**config.mk**
```make
export PLATFORM = sky130hd
export DESIGN_NAME = push_button_dimmer_control
export DESIGN_NICKNAME = d
export VERILOG_FILES = /design/src/pbd_pkg.sv /design/src/push_button_dimmer_control.sv
export SDC_FILE = /design/constraint.sdc
export NUM_CORES = 1
export LEC_CHECK = 0
export BUFFER_PORTS_ARGS = -buffer_cell sky130_fd_sc_hd__buf_4
export CAP_MARGIN = 20
export CORE_AREA = 2 2 97 118
export CTS_BUF_LIST = sky130_fd_sc_hd__clkbuf_4 sky130_fd_sc_hd__clkbuf_8 sky130_fd_sc_hd__clkbuf_16
export CTS_CLUSTER_DIAMETER = 120
export DETAILED_ROUTE_END_ITERATION = 10
export DIE_AREA = 0 0 99 120
export GPL_TIMING_DRIVEN = 0
export RECOVER_POWER = 50
export SYNTH_ARGS = -nofsm -noshare
export SYNTH_HDL_FRONTEND = slang
export SYNTH_SLANG_ARGS = --single-unit
```
**constraint.sdc**
```tcl
create_clock -name clk -period 9.1 [get_ports clk]
set_input_delay 1.365 -clock clk [delete_from_list [all_inputs] [get_ports clk]]
set_output_delay 1.365 -clock clk [all_outputs]
set_load 0.02 [all_outputs]
```
**src/pbd_pkg.sv**
```systemverilog
// Package: shared types and codes of the push-button dimmer controller.
`timescale 1ns / 1ps
`default_nettype none

package pbd_pkg;

    // Event codes of the request func field
    localparam logic [1:0] FUNC_LEVEL = 2'd0;
    localparam logic [1:0] FUNC_TICK  = 2'd1;
    localparam logic [1:0] FUNC_BUS   = 2'd2;

    // Result target codes
    localparam logic TARGET_SWITCH = 1'b0;
    localparam logic TARGET_DIM    = 1'b1;

    // Configuration register indexes
    localparam int CFG_INDEX_W = 3;
    localparam int CFG_DATA_W  = 16;

    localparam logic [CFG_INDEX_W-1:0] CFG_ONE_BUTTON_MODE   = 3'd0;
    localparam logic [CFG_INDEX_W-1:0] CFG_DIRECTION_INVERSE = 3'd1;
    localparam logic [CFG_INDEX_W-1:0] CFG_CHANNEL_ODD       = 3'd2;
    localparam logic [CFG_INDEX_W-1:0] CFG_STEP_DOWN_CODE    = 3'd3;
    localparam logic [CFG_INDEX_W-1:0] CFG_STEP_UP_CODE      = 3'd4;
    localparam logic [CFG_INDEX_W-1:0] CFG_LONG_PRESS_TICKS  = 3'd5;
    localparam logic [CFG_INDEX_W-1:0] CFG_REPEAT_TICKS      = 3'd6;

    // Reset values of the configuration registers
    localparam logic        RST_ONE_BUTTON_MODE  = 1'b1;
    localparam logic [15:0] RST_LONG_PRESS_TICKS = 16'd500;

    localparam logic [15:0] ELAPSED_MAX = 16'hFFFF;

    typedef struct packed {
        logic [1:0] func;
        logic       level;
        logic       bus_state;
    } in_t;

    typedef struct packed {
        logic       target;
        logic [7:0] value;
    } out_t;

endpackage : pbd_pkg

`default_nettype wire

```
**src/push_button_dimmer_control.sv**
```systemverilog
// Top level of the push-button dimmer controller.
`timescale 1ns / 1ps
`default_nettype none

// Push-button dimmer controller for relative dimming with one or two buttons.
// Each input request is one event: a button level change (func 0), a time tick
// (func 1) or a bus update of the switch-state object (func 2); func 3 is
// ignored. A press starts the long-press timer. A release before expiry sends
// a switch value (target 0); expiry sends a dim step (target 1) and arms a
// pending stop, and the following release sends dim value 0. In one-button
// mode the switch value toggles and each stop reverses the dim direction;
// with a nonzero repeat_ticks the dim step repeats at that interval while the
// button is held. Timing: a request is captured in an input register, its
// event is evaluated combinationally against the controller state and any
// result lands in the output register, so one request is taken per clock
// cycle unless a held result stalls the input, which only happens once both
// the input and output registers are full. Events that produce no result
// still pass through the output stage slot but never show out_valid.
// Configuration is a plain write port (cfg_write, cfg_index, cfg_data) and
// must only be used while the block is idle; unknown indexes are ignored.
module push_button_dimmer_control
    import pbd_pkg::*;
(
    input  wire logic                   clk,
    input  wire logic                   rst_n,

    input  wire logic                   cfg_write,
    input  wire logic [CFG_INDEX_W-1:0] cfg_index,
    input  wire logic [CFG_DATA_W-1:0]  cfg_data,

    input  wire logic                   in_valid,
    output logic                        in_ready,
    input  wire in_t                    in_data,

    output logic                        out_valid,
    input  wire logic                   out_ready,
    output out_t                        out_data
);

    // Configuration registers
    logic        one_button_mode_reg;
    logic        direction_inverse_reg;
    logic        channel_odd_reg;
    logic [7:0]  step_down_code_reg;
    logic [7:0]  step_up_code_reg;
    logic [15:0] long_press_ticks_reg;
    logic [15:0] repeat_ticks_reg;

    // Controller state
    logic        timer_running_reg, timer_running_next;
    logic [15:0] timer_elapsed_reg, timer_elapsed_next;
    logic        stop_pending_reg, stop_pending_next;
    logic        direction_flip_reg, direction_flip_next;
    logic        switch_state_reg, switch_state_next;
    logic        in_repeat_reg, in_repeat_next;

    // Pipeline registers
    logic        req_valid_reg;
    in_t         req_reg;
    logic        out_valid_reg, out_valid_next;
    out_t        out_data_reg, out_data_next;

    logic        process;
    logic        cur_dir;
    logic [15:0] elapsed_inc;
    logic [15:0] timer_len;
    logic        emit;
    out_t        result;

    // The request in the input register is evaluated when the output slot
    // is free or being emptied this cycle.
    assign process  = req_valid_reg && (!out_valid_reg || out_ready);
    assign in_ready = !req_valid_reg || process;

    assign cur_dir     = direction_inverse_reg ^ direction_flip_reg;
    assign elapsed_inc = (timer_elapsed_reg == ELAPSED_MAX) ? timer_elapsed_reg
                                                            : timer_elapsed_reg + 16'd1;
    assign timer_len   = in_repeat_reg ? repeat_ticks_reg : long_press_ticks_reg;

    // Event evaluation
    always_comb
    begin
        timer_running_next  = timer_running_reg;
        timer_elapsed_next  = timer_elapsed_reg;
        stop_pending_next   = stop_pending_reg;
        direction_flip_next = direction_flip_reg;
        switch_state_next   = switch_state_reg;
        in_repeat_next      = in_repeat_reg;
        emit                = 1'b0;
        result.target       = TARGET_SWITCH;
        result.value        = 8'd0;

        unique case (req_reg.func)
            FUNC_LEVEL:
            begin
                if (req_reg.level)
                begin
                    // press (or re-press): restart the long-press timer
                    timer_running_next = 1'b1;
                    timer_elapsed_next = 16'd0;
                    in_repeat_next     = 1'b0;
                end
                else if (stop_pending_reg)
                begin
                    // release after dimming: send stop
                    stop_pending_next  = 1'b0;
                    timer_running_next = 1'b0;
                    if (one_button_mode_reg)
                        direction_flip_next = ~direction_flip_reg;
                    emit          = 1'b1;
                    result.target = TARGET_DIM;
                    result.value  = 8'd0;
                end
                else if (timer_running_reg)
                begin
                    // short press: send a switch value
                    timer_running_next = 1'b0;
                    emit               = 1'b1;
                    result.target      = TARGET_SWITCH;
                    if (one_button_mode_reg)
                    begin
                        switch_state_next = ~switch_state_reg;
                        result.value      = {7'd0, ~switch_state_reg};
                    end
                    else
                    begin
                        result.value = {7'd0, cur_dir ? channel_odd_reg : ~channel_odd_reg};
                    end
                end
                else
                begin
                    timer_running_next = 1'b0;
                end
            end
            FUNC_TICK:
            begin
                if (timer_running_reg)
                begin
                    timer_elapsed_next = elapsed_inc;
                    if (elapsed_inc >= timer_len)
                    begin
                        // expiry: send a dim step, arm the stop
                        if (one_button_mode_reg && (repeat_ticks_reg != 16'd0))
                        begin
                            timer_elapsed_next = 16'd0;
                            in_repeat_next     = 1'b1;
                        end
                        else
                        begin
                            timer_running_next = 1'b0;
                        end
                        stop_pending_next = 1'b1;
                        emit              = 1'b1;
                        result.target     = TARGET_DIM;
                        result.value      = cur_dir ? step_down_code_reg : step_up_code_reg;
                    end
                end
            end
            FUNC_BUS:
            begin
                switch_state_next = req_reg.bus_state;
            end
            default:
            begin
                // unused code: no effect
            end
        endcase
    end

    // Output stage next values
    always_comb
    begin
        out_valid_next = out_valid_reg;
        out_data_next  = out_data_reg;
        if (out_valid_reg && out_ready)
            out_valid_next = 1'b0;
        if (process)
        begin
            out_valid_next = emit;
            out_data_next  = result;
        end
    end

    // Control and configuration registers
    always_ff @(posedge clk or negedge rst_n)
    begin
        if (!rst_n)
        begin
            one_button_mode_reg   <= RST_ONE_BUTTON_MODE;
            direction_inverse_reg <= 1'b0;
            channel_odd_reg       <= 1'b0;
            step_down_code_reg    <= 8'd0;
            step_up_code_reg      <= 8'd0;
            long_press_ticks_reg  <= RST_LONG_PRESS_TICKS;
            repeat_ticks_reg      <= 16'd0;
            timer_running_reg     <= 1'b0;
            timer_elapsed_reg     <= 16'd0;
            stop_pending_reg      <= 1'b0;
            direction_flip_reg    <= 1'b0;
            switch_state_reg      <= 1'b0;
            in_repeat_reg         <= 1'b0;
            req_valid_reg         <= 1'b0;
            out_valid_reg         <= 1'b0;
        end
        else
        begin
            if (cfg_write)
            begin
                unique case (cfg_index)
                    CFG_ONE_BUTTON_MODE:   one_button_mode_reg   <= cfg_data[0];
                    CFG_DIRECTION_INVERSE: direction_inverse_reg <= cfg_data[0];
                    CFG_CHANNEL_ODD:       channel_odd_reg       <= cfg_data[0];
                    CFG_STEP_DOWN_CODE:    step_down_code_reg    <= cfg_data[7:0];
                    CFG_STEP_UP_CODE:      step_up_code_reg      <= cfg_data[7:0];
                    CFG_LONG_PRESS_TICKS:  long_press_ticks_reg  <= cfg_data;
                    CFG_REPEAT_TICKS:      repeat_ticks_reg      <= cfg_data;
                    default:
                    begin
                        // unknown index: ignored
                    end
                endcase
            end

            if (process)
            begin
                timer_running_reg  <= timer_running_next;
                timer_elapsed_reg  <= timer_elapsed_next;
                stop_pending_reg   <= stop_pending_next;
                direction_flip_reg <= direction_flip_next;
                switch_state_reg   <= switch_state_next;
                in_repeat_reg      <= in_repeat_next;
            end

            if (in_ready)
                req_valid_reg <= in_valid;

            out_valid_reg <= out_valid_next;
        end
    end

    // Payload registers
    always_ff @(posedge clk)
    begin
        if (in_ready && in_valid)
            req_reg <= in_data;
        out_data_reg <= out_data_next;
    end

    assign out_valid = out_valid_reg;
    assign out_data  = out_data_reg;

endmodule : push_button_dimmer_control

`default_nettype wire
```
==> flow_summary.ini, run 1 <==
[status]
status = finished, violations left
violations = capacitance limit, slew limit

[cts]
clock-sinks = 87
cts_tree = built
clock_latency_ns = 0.34
htree_levels = 3
clock_path_buffers = 2
cts-root-buf = clkbuf_16
post_cts_buffers = 0
cts_hold_buffers = 0
cts-resized-gates = 0
clk_pin_slew_ns = 0.06
cts_buffers = 9

[power]
p_int_uw = 753
power_switching_share_pct = 28.1
p_total_mw = 1.05
clkPwrFrac_pct = 33.2
vdd_drop_max_v = 0.000145
seqPwrFrac_pct = 48.2
pwr-share-comb_pct = 18.6
p_sw_uw = 294
p_leak_nw = 2.22
power_density_nw_per_um2 = 200

[worst_setup_path]
cp_data_arrival_time_ns = 4.23
crit_buf_inv = 1
slowest_stage = clkbuf_1
path_cells = clkbuf_1
slowest_delay_ns = 2.79
required_ns = 8.60
setup.worst_path.class = in2async
cp-end-kind = async pin
start_kind = input pin
crit_family = buffers and inverters
critical_path.max_fanout = 74

[sta]
finalHoldViolations = 0
fin_crit_ns = 4.73
tns_ns = 0
worstMarginPinSlew_ns = 4.06
relSlewSlack_pct = -171
period_share_pct = 52.0
rsz0062_at_grt = no
final_max_slew_viol_count = 75
skew_ns = 0.00628
whs_ns = 0.506
fmax_ghz = 0.211
setup_viol = 0

[route]
wl_per_cell_um = 16.9
drt-initial-drc-count = 149
vias = 3265
vias_per_cell = 5.63
wirelength_mm = 9.83
drtPass1Iterations = 4
drc = 0
antenna_left = 0

[die]
rows = 42
core_area_um2 = 10800
die_y_um = 120
initial_utilization_pct = 42.1
dieArea_um2 = 11900
die_w_um = 99
ios = 39

[cells_and_area]
finalInstanceArea_um2 = 5240
seq_area_um2 = 2250
n_fill_cell = 1006
nNetsFinal = 488
drive_above_1_share_pct = 28.8
multiInputGateArea_um2 = 2170
area_growth_pct = 15.5
n_antenna_cell = 0

[synth]
postSynthCellCount = 396
ys_types = 55
synth_nets = 441
synthesis.area_um2 = 4540
ys_top_cells_by_area = dfrtp_1 37%, mux2_2 13%, edfxtp_1 8.6%
seq_area_frac_synth_pct = 49.6
yosys_warnings = 0
ys_ff_latch = 87
synth.top_cell.area_share_pct = 37.0
synth_edf_count = 13
synth-main-ff-cell = dfrtp_1
syn_area_per_cell_um2 = 11.5
async_flop_share_pct = 85.1
synth_area_leader_cell = dfrtp_1

[global_routing]
grt_max_degree = 75
grt_pass1_wl_mm = 16.5
grt.total_usage_pct = 17.7
grt-ovfl-total = 0
grt_pass1_vias = 3285
antenna_found_initial = 0

[placement]
dpl.hpwl_mm = 7.13
port_buffers = 36
placed_area_um2 = 4970
place_congestion = 0.763

[worst_hold_path]
hold_path.class = reg2reg

[run]
maxCapViolations = 1
synth_stat cells (2+ instances only):
cell type / n
a22o_1: 8
nor2b_1: 4
dfstp_2: 7
nor3b_1: 2
xor2_1: 3
nand3_1: 12
edfxtp_1: 13
a31o_2: 2
o21ai_0: 14
o211ai_1: 2
ha_1: 17
nand4_1: 4
nand2b_1: 6
mux2_2: 54
nand4b_1: 5
inv_1: 6
and3_2: 2
nand2_1: 42
buf_2: 4
nor2_1: 17
or2_1: 2
buf_6: 2
xnor2_1: 8
mux2i_1: 16
dfrtp_1: 67
nor3_1: 5
and3_1: 4
buf_4: 2
clkbuf_1: 8
o22ai_1: 2
and2_1: 3
a31oi_1: 7
nor4_1: 4
nor4b_1: 2
a21oi_1: 20
metrics by stage:
| step | worst slack, ns | instances | utilization, % |
|---|---|---|---|
| 2_1_floorplan | 5.83 | 396 | - |
| 3_3_place_gp | 5.20 | 564 | 46.1 |
| 3_5_place_dp | 5.23 | 564 | 46.1 |
| 4_1_cts | 5.21 | 580 | 48.7 |
| 5_1_grt | 3.53 | 580 | 48.6 |
| 6_report | 4.37 | 580 | 48.6 |
power by group through the flow:
| stage | clock network, mW | registers [mW] | logic [mW] |
|---|---|---|---|
| 3_5_place_dp | 0 | 0.512 | 0.198 |
| 6_report | 0.347 | 0.505 | 0.195 |
| 4_1_cts | 0.354 | 0.505 | 0.199 |
| 2_1_floorplan | 0 | 0.501 | 0.142 |
| 3_3_place_gp | 0 | 0.509 | 0.192 |
| 5_1_grt | 0.370 | 0.514 | 0.224 |
path summary, 6_finish.rpt:
| path | slack, ns | cells past startpoint | end | startpoint |
|---|---|---|---|---|
| setup / recovery | 4.37 | 1 | timer_elapsed_reg[11] | rst_n |
| hold / removal | 0.51 | 1 | long_press_ticks_reg[13] | long_press_ticks_reg[13] |
| setup reg to reg | 5.26 | 14 | out_data[0] | timer_elapsed_reg[0] |
| hold reg to reg | 0.51 | 1 | long_press_ticks_reg[13] | long_press_ticks_reg[13] |
| max in group clk | 5.26 | 14 | out_data[0] | timer_elapsed_reg[0] |
| min in group asynchronous | 2.43 | 1 | long_press_ticks_reg[12] | rst_n |
cell type report:
| class | instances | area share [%] |
|---|---|---|
| Timing Repair Buffer | 36 | 5.01 |
| Inverter | 6 | 0.430 |
| Multi-Input combinational cell | 287 | 41.5 |
| Clock inverter | 6 | 0.836 |
| Buffer | 16 | 1.67 |
| Sequential cell | 87 | 43.0 |
| Tap cell | 132 | 3.15 |
| Clock buffer | 10 | 4.44 |
metal layers:
layer	share of wire, %	track usage, %	vias up
met5	0	0	-
met1	45	22.8	1637
met4	1.7	6.68	0
met3	2.9	3.09	13
li1	-	-	1563
met2	51	29.6	52
kinds of logic (layout without fill, tap and decap cells):
| group | count (synthesis) | in the layout | synth area share, % |
|---|---|---|---|
| flops | 87 | 87 | 49.6 |
| mux | 70 | 70 | 16.9 |
| xor+xnor | 11 | 11 | 2.12 |
| compound gates | 68 | 68 | 10.1 |
| buf+inv | 22 | 74 | 2.43 |
| simple gates | 121 | 121 | 14.1 |
| fa+ha+maj | 17 | 17 | 4.69 |
layout by cell type (no fill, tap or decap), types with 5 or more instances in the layout:
cell	n
nand2b_1	6
clkbuf_4	6
dfrtp_1	67
edfxtp_1	13
a21oi_1	20
a22o_1	8
inv_1	6
mux2i_1	16
a31oi_1	7
o21ai_0	14
clkbuf_16	9
dfstp_2	7
nand4b_1	5
ha_1	17
nor2_1	17
buf_4	31
mux2_2	54
xnor2_1	8
nor3_1	5
clkbuf_1	10
nand3_1	12
nand2_1	42
No activity file was read; power rests on OpenSTA's default activity.
==> run 2: changes to the inputs <==
==> constraint.sdc (replaced) <==
create_clock -name clk -period 4.1 [get_ports clk]
set_input_delay 0.615 -clock clk [delete_from_list [all_inputs] [get_ports clk]]
set_output_delay 0.615 -clock clk [all_outputs]
set_load 0.02 [all_outputs]
==> flow_summary.ini, run 2 (synthesized netlist as in run 1, its figures left out) <==
[sta]
final_max_slew_viol_count = 75
period_share_pct = 91.4
rsz0062_at_grt = no
fin_crit_ns = 3.75
finalHoldViolations = 0
setup_viol = 0
worstMarginPinSlew_ns = 1.87
fmax_ghz = 0.267
setup_ws_ns = 0.353
skew_ns = 0.00524
tns_ns = 0
relSlewSlack_pct = -25.0

[cts]
post_cts_buffers = 0
clk_pin_slew_ns = 0.06
cts_tree = built
cts_hold_buffers = 0
cts_buffers = 9
cts-resized-gates = 0
clock_path_buffers = 2
cts-root-buf = clkbuf_16
clock_latency_ns = 0.34
htree_levels = 3
clock-sinks = 87

[global_routing]
grt_pass1_vias = 3285
grt.total_usage_pct = 17.7
antenna_found_initial = 0
grt-ovfl-total = 0
grt_pass1_wl_mm = 16.5
grt_max_degree = 75

[power]
vdd_drop_max_v = 0.000322
p_int_mw = 1.67
p_leak_nw = 2.22
p_sw_uw = 650
p_total_mw = 2.32
power_switching_share_pct = 28.0
pwr-share-comb_pct = 18.6
seqPwrFrac_pct = 48.3
power_density_nw_per_um2 = 443
clkPwrFrac_pct = 33.1

[die]
die_w_um = 99
dieArea_um2 = 11900
rows = 42
die_y_um = 120
ios = 39
core_area_um2 = 10800
initial_utilization_pct = 42.1

[placement]
placed_area_um2 = 4970
port_buffers = 36
dpl.hpwl_mm = 7.13
place_congestion = 0.763
place_ws_ns = 0.229

[worst_setup_path]
required_ns = 4.17
cp-end-kind = flop
cp_data_arrival_time_ns = 3.81
setup.worst_path.class = reg2reg
critical_path.max_fanout = 10
start_kind = flop

[cells_and_area]
layout_common_cells = 67 x dfrtp_1, 54 x mux2_2, 42 x nand2_1, 32 x buf_4, 20 x a21oi_1
drive_above_1_share_pct = 29.0
multiInputGateArea_um2 = 2170
n_antenna_cell = 0
area_growth_pct = 15.6
nNetsFinal = 488
finalInstanceArea_um2 = 5240
final_common_cell = dfrtp_1
seq_area_um2 = 2250
n_fill_cell = 1005

[route]
antenna_left = 0
drt-initial-drc-count = 137
vias_per_cell = 5.59
wl_per_cell_um = 16.9
wirelength_mm = 9.82
drc = 0
vias = 3244
drtPass1Iterations = 4

[status]
violations = capacitance limit, slew limit
status = finished, violations left

[run]
maxCapViolations = 1

[worst_hold_path]
hold_path.class = in2reg
run 2: changes by cell type in the layout (fill, tap and decap cells not counted), sizes merged:
cell	delta
buf	+1
clkbuf	-1
run 2: worst paths after layout:
check / startpoint / endpoint / slack (ns) / depth (start not counted)
max reg2reg: timer_elapsed_reg[0] / out_data[0] / 0.35 / 14
max in group asynchronous: rst_n / timer_elapsed_reg[6] / 2.19 / 1
min reg2reg: long_press_ticks_reg[13] / long_press_ticks_reg[13] / 0.51 / 1
min in group asynchronous: rst_n / long_press_ticks_reg[12] / 0.77 / 1
max: timer_elapsed_reg[0] / out_data[0] / 0.35 / 14
min: in_data[1] / req_reg[1] / 0.47 / 1
run 2: stage by stage:
stage	instances	utilization, %	hold WS (ns)
6_report	580	48.7	0.472
5_1_grt	580	48.7	0.463
4_1_cts	580	48.7	0.441
3_5_place_dp	564	46.1	0.496
3_3_place_gp	564	46.1	0.486
2_1_floorplan	396	-	0.319
run 2: final cells by class:
| type | count | share of cell area [%] |
|---|---|---|
| Buffer | 16 | 1.67 |
| Clock buffer | 10 | 4.44 |
| Clock inverter | 6 | 0.836 |
| Inverter | 6 | 0.430 |
| Multi-Input combinational cell | 287 | 41.5 |
| Sequential cell | 87 | 42.9 |
| Tap cell | 132 | 3.15 |
| Timing Repair Buffer | 36 | 5.04 |
run 2: metal layers:
layer	global-route usage (%)	vias up	part of all wire (%)
li1	-	1557	-
met1	22.8	1614	44
met4	6.68	0	1.9
met5	0	-	0
met2	29.6	60	50
met3	3.09	13	3.3
run 2: critical path: stages, from the launching register on:
cell and delay, ns:
dfrtp_1 0.43, ha_1 0.24, and2_2 0.23, and2_1 0.16
a31oi_1 0.33, nand3_1 0.23, xnor2_1 0.18, ha_1 0.31
a21oi_1 0.15, nor3_1 0.06, a211oi_1 0.28, nand3_1 0.16
nand2_1 0.10, clkbuf_1 0.40, o21ai_0 0.19
run 2: power by group through the flow:
stage | clock (mW) | combinational, mW | sequential (mW)
floorplan | 0 | 0.314 | 1.11
global placement | 0 | 0.427 | 1.13
detailed placement | 0 | 0.440 | 1.14
CTS | 0.786 | 0.441 | 1.12
global route | 0.821 | 0.497 | 1.14
finish | 0.769 | 0.432 | 1.12
==> run 3: changes to the inputs <==
==> constraint.sdc (replaced) <==
create_clock -name clk -period 3.64 [get_ports clk]
set_input_delay 0.182 -clock clk [delete_from_list [all_inputs] [get_ports clk]]
set_output_delay 0.182 -clock clk [all_outputs]
set_load 0.02 [all_outputs]
==> flow_summary.ini, run 3 (synthesized netlist as in run 1, its figures left out) <==
[die]
ios = 39
initial_utilization_pct = 42.1
rows = 42
dieArea_um2 = 11900
core_area_um2 = 10800
die_y_um = 120
die_w_um = 99

[sta]
worstMarginPinSlew_ns = 1.88
finalHoldViolations = 0
rsz0062_at_grt = no
period_share_pct = 94.5
setup_viol = 0
fmax_ghz = 0.291
fin_crit_ns = 3.44
skew_ns = 0.00504
relSlewSlack_pct = -25.1
whs_ns = 0.0409
setup_ws_ns = 0.200
final_max_slew_viol_count = 75

[global_routing]
antenna_found_initial = 0
grt_pass1_wl_mm = 16.5
use_met2_pct = 29.7
grt_util_met1_pct = 22.8
busiest_layer = met2
grt_pass1_vias = 3276
grt.total_usage_pct = 17.6
grt_max_degree = 75
use_met3_pct = 3.09
grt-ovfl-total = 0

[power]
p_sw_uw = 732
clkPwrFrac_pct = 33.1
seqPwrFrac_pct = 48.3
pwr-share-comb_pct = 18.5
p_int_mw = 1.88
power_switching_share_pct = 28.0
vdd_drop_max_v = 0.000362
power_density_nw_per_um2 = 499
p_leak_nw = 2.18

[cells_and_area]
drive_above_1_share_pct = 28.9
final_common_cell = dfrtp_1
nNetsFinal = 486
fin_util_pct = 48.6
n_antenna_cell = 0
layout_common_cells = 66 x dfrtp_1, 54 x mux2_2, 41 x nand2_1, 22 x buf_4, 20 x a21oi_1
n_fill_cell = 1003
area_growth_pct = 15.4

[worst_setup_path]
setup.worst_path.class = reg2reg
r2r_slack_ns = 0.20
critical_path.max_fanout = 8
r2r_cells = 13
start_kind = flop
r2r_end = timer_elapsed_reg[1]
r2r-start = timer_elapsed_reg[0]
cp-end-kind = flop
required_ns = 3.86
cp_data_arrival_time_ns = 3.66

[status]
violations = capacitance limit, slew limit
status = finished, violations left

[placement]
place_congestion = 0.763
place_ws_ns = -0.231
port_buffers = 36
dpl.hpwl_mm = 7.13

[cts]
htree_levels = 3
cts_tree = built
clock-sinks = 87
cts_hold_buffers = 0
clk_pin_slew_ns = 0.06
clock_path_buffers = 2
clock_latency_ns = 0.34
post_cts_buffers = 0
cts-root-buf = clkbuf_16
cts_buffers = 9

[route]
drtPass1Iterations = 4
antenna_left = 0
vias_per_cell = 5.63
drc = 0
wirelength_mm = 9.82
wl_per_cell_um = 17.0
vias = 3255
drt-initial-drc-count = 136

[worst_hold_path]
hold_depth = 1
min_from = in_data[1]
holdPathEnd = req_reg[1]
hold_path.class = in2reg

[run]
maxCapViolations = 1
-- run 3: final cells by class --
type                    instances  area (um2)  area share, %
plain buffers                  14        80.1           1.53
clock buffers                  10         233           4.45
clock inverters                 6        43.8          0.837
inverters                       6        22.5          0.430
multi-input cells             287        2210           42.3
flip-flops and latches         87        2250           43.0
well taps                     132         165           3.15
repair buffers                 36         226           4.33
-- run 3: metrics by stage --
| stage | setup TNS (ns) | cell area (um2) | std cells | total power [mW] |
|---|---|---|---|---|
| after detailed placement | -1.45 | 4970 | 564 | 1.78 |
| final | 0 | 5240 | 578 | 2.61 |
| after CTS | 0 | 5250 | 579 | 2.65 |
| after floorplan | 0 | 4540 | 396 | 1.61 |
| after global placement | -1.53 | 4970 | 564 | 1.75 |
| after global routing | 0 | 5240 | 578 | 2.77 |
-- run 3: power groups by stage --
stage	logic, mW	registers (mW)	clock network [mW]
floorplan	0.354	1.25	0
global placement	0.481	1.27	0
detailed placement	0.495	1.28	0
CTS	0.498	1.26	0.886
global route	0.557	1.29	0.925
finish	0.484	1.26	0.865
-- run 3: repair_timing --
item                                    CTS  global route
endpoints found under the setup margin   11            27
gates resized for setup                   3            11
pin swaps                                 0             3
-- run 3: worst max-delay path by stage --
stage                               from               endpoint
detailed placement  timer_elapsed_reg[0]            out_data[0]
floorplan           timer_elapsed_reg[0]   timer_elapsed_reg[1]
finish              timer_elapsed_reg[0]   timer_elapsed_reg[1]
global route        timer_elapsed_reg[0]  timer_elapsed_reg[11]
global placement    timer_elapsed_reg[0]            out_data[0]
CTS                 timer_elapsed_reg[0]   timer_elapsed_reg[1]
-- run 3: routing by layer --
metal / share of wire (%) / vias to the layer above / wire length [um]
li1: - / 1560 / -
met1: 44 / 1620 / 4300
met2: 51 / 63 / 5000
met3: 3.8 / 12 / 370
met4: 1.5 / 0 / 146
met5: 0 / - / 0
-- run 3: worst max-delay path: stages, from the launching register on --
cell and delay [ns]:
dfrtp_2 0.44, ha_1 0.23, and2_4 0.17, and2_1 0.15, and3_2 0.23, nand3_1 0.09
mux2_2 0.36, ha_1 0.28, nand4_1 0.16, nor3_2 0.23, a211oi_2 0.12, a31o_2 0.30
and2_2 0.28, a32o_1 0.28
